**src/ffa_ram.sv**
```systemverilog
// Generic single-write, single-read RAM with registered read data.
`default_nettype none
module ffa_ram #(
   parameter int WIDTH = 8,
   parameter int DEPTH = 16
) (
   input  wire logic                     clock,
   input  wire logic                     wr_en,
   input  wire logic [$clog2(DEPTH)-1:0] wr_addr,
   input  wire logic [WIDTH-1:0]         wr_data,
   input  wire logic [$clog2(DEPTH)-1:0] rd_addr,
   output logic      [WIDTH-1:0]         rd_data
);
   logic [WIDTH-1:0] mem_ff [DEPTH];
   logic [WIDTH-1:0] rd_data_ff;

   always_ff @(posedge clock) begin
      if (wr_en) begin
         mem_ff[wr_addr] <= wr_data;
      end
      rd_data_ff <= mem_ff[rd_addr];
   end

   assign rd_data = rd_data_ff;
endmodule
`default_nettype wire

```
**config.mk**
```make
export PLATFORM = sky130hd
export DESIGN_NAME = ffa_ram
export DESIGN_NICKNAME = d
export VERILOG_FILES = /design/src/ffa_ram.sv
export SDC_FILE = /design/constraint.sdc
export NUM_CORES = 1
export LEC_CHECK = 0
export CORE_MARGIN = 2
export CORE_UTILIZATION = 50
export DETAILED_ROUTE_END_ITERATION = 7
export DONT_BUFFER_PORTS = 1
export GPL_TIMING_DRIVEN = 0
export PLACE_DENSITY = 0.66
export SLEW_MARGIN = 30
export SYNTH_ARGS = -nofsm -noshare
export SYNTH_HDL_FRONTEND = slang
export SYNTH_SLANG_ARGS = --single-unit
```
**constraint.sdc**
```tcl
create_clock -name clock -period 2.1 [get_ports clock]
set_input_delay 0.315 -clock clock [delete_from_list [all_inputs] [get_ports clock]]
set_output_delay 0.315 -clock clock [all_outputs]
set_load 0.02 [all_outputs]
```
==> flow_summary_export.csv <==
group,metric,value,unit
status,status,"finished clean",
grt,grt_start_max_net_pins,17,
setup_path,cp.arrival,1.87,ns
timing,min_period,1.482,ns
grt,grt_pass1_wl,14370,um
logic_synthesis,synth-seq-cells,136,
timing,setup_viol,0,
logic_synthesis,synth_cell_type_count,19,
final_layout,antenna_cells,0,
final_layout,final_util,0.5925,
power_and_ir_drop,leakage,0.001963,uW
final_layout,final_common_cell,"edfxtp_1",
setup_path,r2r-end,"rd_data[2]$_DFF_P_",
drt,maxUsedRoutingLayer,"met4",
cts,insertion_delay,0.51,ns
cts,cts_root_buffer,"clkbuf_8",
setup_path,path_depth,3,
grt,grt_remaining_overflow,0,
drt,routed_wl,9593,um
final_layout,fin_nets,274,
logic_synthesis,ys_top_cells_by_area,"edfxtp_1, mux4_2, mux4_1",
cts,cts_resized,0,
floorplanning,dieArea,11120,um2
timing,worstMarginPinSlew,0.8092,ns
setup_path,r2r-start,"mem_ff[2][2]$_DFFE_PP_",
drt,drtIter0Drc,230,
timing,hold_violations,0,
cts,cts_tree,"built",
worst_hold_path,min_path_type,"primary input to flop",
setup_path,startpoint_type,"flop",
setup_path,crit_chain,"mux4_1 -> a22oi_1 -> nand2_1",
power_and_ir_drop,finalPower,6143,uW
job,maxCapViolations,0,
floorplanning,initial_core_util,0.5077,
drt,route.met3.wl,708,um
drt,detail-route-antenna-nets,0,
placed_design,pre_cts_slack,0.2369,ns
placed_design,routabilityCongestion,0.8458,
drt,vias,2354,
timing,slew_violations,0,
final_layout,mostFrequentLayoutCells,"edfxtp_1, clkbuf_16, mux4_2, a22oi_1, mux4_1",
setup_path,critPathCaptureType,"flop",
logic_synthesis,yosys_warnings,0,
setup_path,slowest_stage,"mux4_1",
floorplanning,row_count,37,
setup_path,r2r_cells,3,
drt,drc,0,
cts,cts_max_level,4,
logic_synthesis,synth_top_area_frac,0.7467,
setup_path,r2r_setup_slack,0.62,ns
setup_path,required,2.49,ns
setup_path,critical-path-max-stage-delay,0.54,ns
timing,final.setup.worst_slack,0.6176,ns
floorplanning,die_y,105.5,um
cts,cts_buffer_depth,2,
final_layout,area_delta_synth_final,16.70,%
setup_path,cp_max_fo,1,
cts,path_clk_slew,0.06,ns
timing,max_freq,0.6746,GHz
grt,antenna_found_initial,0,
timing,rsz0062_at_grt,"false",
setup_path,critPathKind,"flop to flop",
drt,drt-pass1-iter-count,5,
logic_synthesis,netlist_area,5147,um2
drt,wl_met1,3891,um
logic_synthesis,synth_cells,229,
power_and_ir_drop,ir_drop,0.5261,mV
setup_path,crit_end,"rd_data[2]$_DFF_P_",
power_and_ir_drop,power.density,1023,nW/um2
setup_path,crit_family,"multiplexers",
logic_synthesis,synth_nets,247,
timing,min_period_over_period,0.7059,
floorplanning,pin_count,26,
cts,clock_sinks,136,
logic_synthesis,synth_top_area_cell,"edfxtp_1",
floorplanning,coreArea,10140,um2
setup_path,startpoint,"mem_ff[2][2]$_DFFE_PP_",
drt,viasPerCell,5.812,
placed_design,numPortBuffers,0,
grt,grt_usage,0.1899,
drt,wire_per_inst,23.69,um
drt,wl_met2,4787,um
grt,grt_pass1_vias,2417,
logic_synthesis,syn_area_per_cell,22.48,um2
setup_path,critPathBufInv,0,
floorplanning,die_w,105.5,um
final_layout,drive_gt1_frac,0.2416,
timing,maxSlewHeadroom,0.4585,
placed_design,hpwlAfterDp,6081,um
timing,finalClockSkew,0.005748,ns
logic_synthesis,ys_seq_area_frac,0.7778,
cts,numCtsBuffers,17,
## final cells by class
type | instances | area (um2)
multi-input cells | 83 | 1077
plain buffers | 10 | 86.33
repair buffers | 8 | 80.08
clock buffers | 23 | 530.5
well taps | 136 | 170.2
fillers | 733 | 4131
clock inverters | 9 | 58.81
flip-flops and latches | 136 | 4004
## worst register-to-register path, delay by kind of cell (launching register included)
kind | cells | cell delay, ns
AOI/OAI and AO/OA | 1 | 0.36
and+or+nand+nor | 1 | 0.10
muxes | 1 | 0.54
DFF | 1 | 0.36
## metrics by stage
step                hold WS, ns  instances  instance area [um2]  TNS [ns]
finish                  0.07180        405                 6007         0
global route            0.05660        405                 6007         0
CTS                     0.05503        405                 6007         0
detailed placement       0.4145        365                 5338         0
global placement         0.4147        365                 5318   -0.9930
floorplan                0.4139        229                 5147         0
## Yosys cell counts
cell / n
nand2_1: 9
and2b_1: 1
buf_4: 1
nand3b_1: 2
edfxtp_1: 128
nor2b_1: 1
or3b_2: 1
nor3_1: 4
nor2_1: 13
dfxtp_1: 8
and2_1: 1
buf_6: 3
nand2b_1: 2
nand3_1: 1
a22oi_1: 16
mux4_2: 18
mux4_1: 14
buf_2: 3
clkdlybuf4s25_2: 3
## layer usage
layer	up-vias	GRT usage
met2	95	0.2959
met5	-	0
met1	1213	0.2452
met4	0	0.06667
li1	1029	-
met3	17	0.07483
## registers in the layout, summed over array words and instances (netlist names)
| name | flops |
|---|---|
| mem_ff | 128 |
| rd_data | 8 |
## worst min-delay path by stage
stage / from / end / slack (ns) / cells after the start
2_1_floorplan: wr_data[0] / mem_ff[0][0]$_DFFE_PP_ / 0.41 / 0
3_3_place_gp: wr_data[5] / mem_ff[7][5]$_DFFE_PP_ / 0.41 / 0
3_5_place_dp: wr_data[5] / mem_ff[4][5]$_DFFE_PP_ / 0.41 / 0
4_1_cts: wr_addr[0] / mem_ff[8][6]$_DFFE_PP_ / 0.06 / 1
5_1_grt: wr_addr[0] / mem_ff[8][5]$_DFFE_PP_ / 0.06 / 1
6_report: wr_addr[1] / mem_ff[8][6]$_DFFE_PP_ / 0.07 / 1
## where the power goes
group          internal, uW  switching, uW  total (uW)  leakage [uW]
sequential             3040           39.0        3080       0.00122
clock                  1750           1060        2810      0.000283
combinational           109            149         257      0.000456
## logic make-up after synthesis
| family | Yosys count | share of synthesized area |
|---|---|---|
| compound gates | 16 | 0.02334 |
| flops | 136 | 0.7778 |
| simple gates | 35 | 0.03184 |
| buf+inv | 10 | 0.01677 |
| mux | 32 | 0.1502 |
## timing repair
item	CTS	global route
hold buffers	8	0
hold endpoints to repair	128	0
buffers inserted	0	0
No activity file was read; power rests on OpenSTA's default activity.
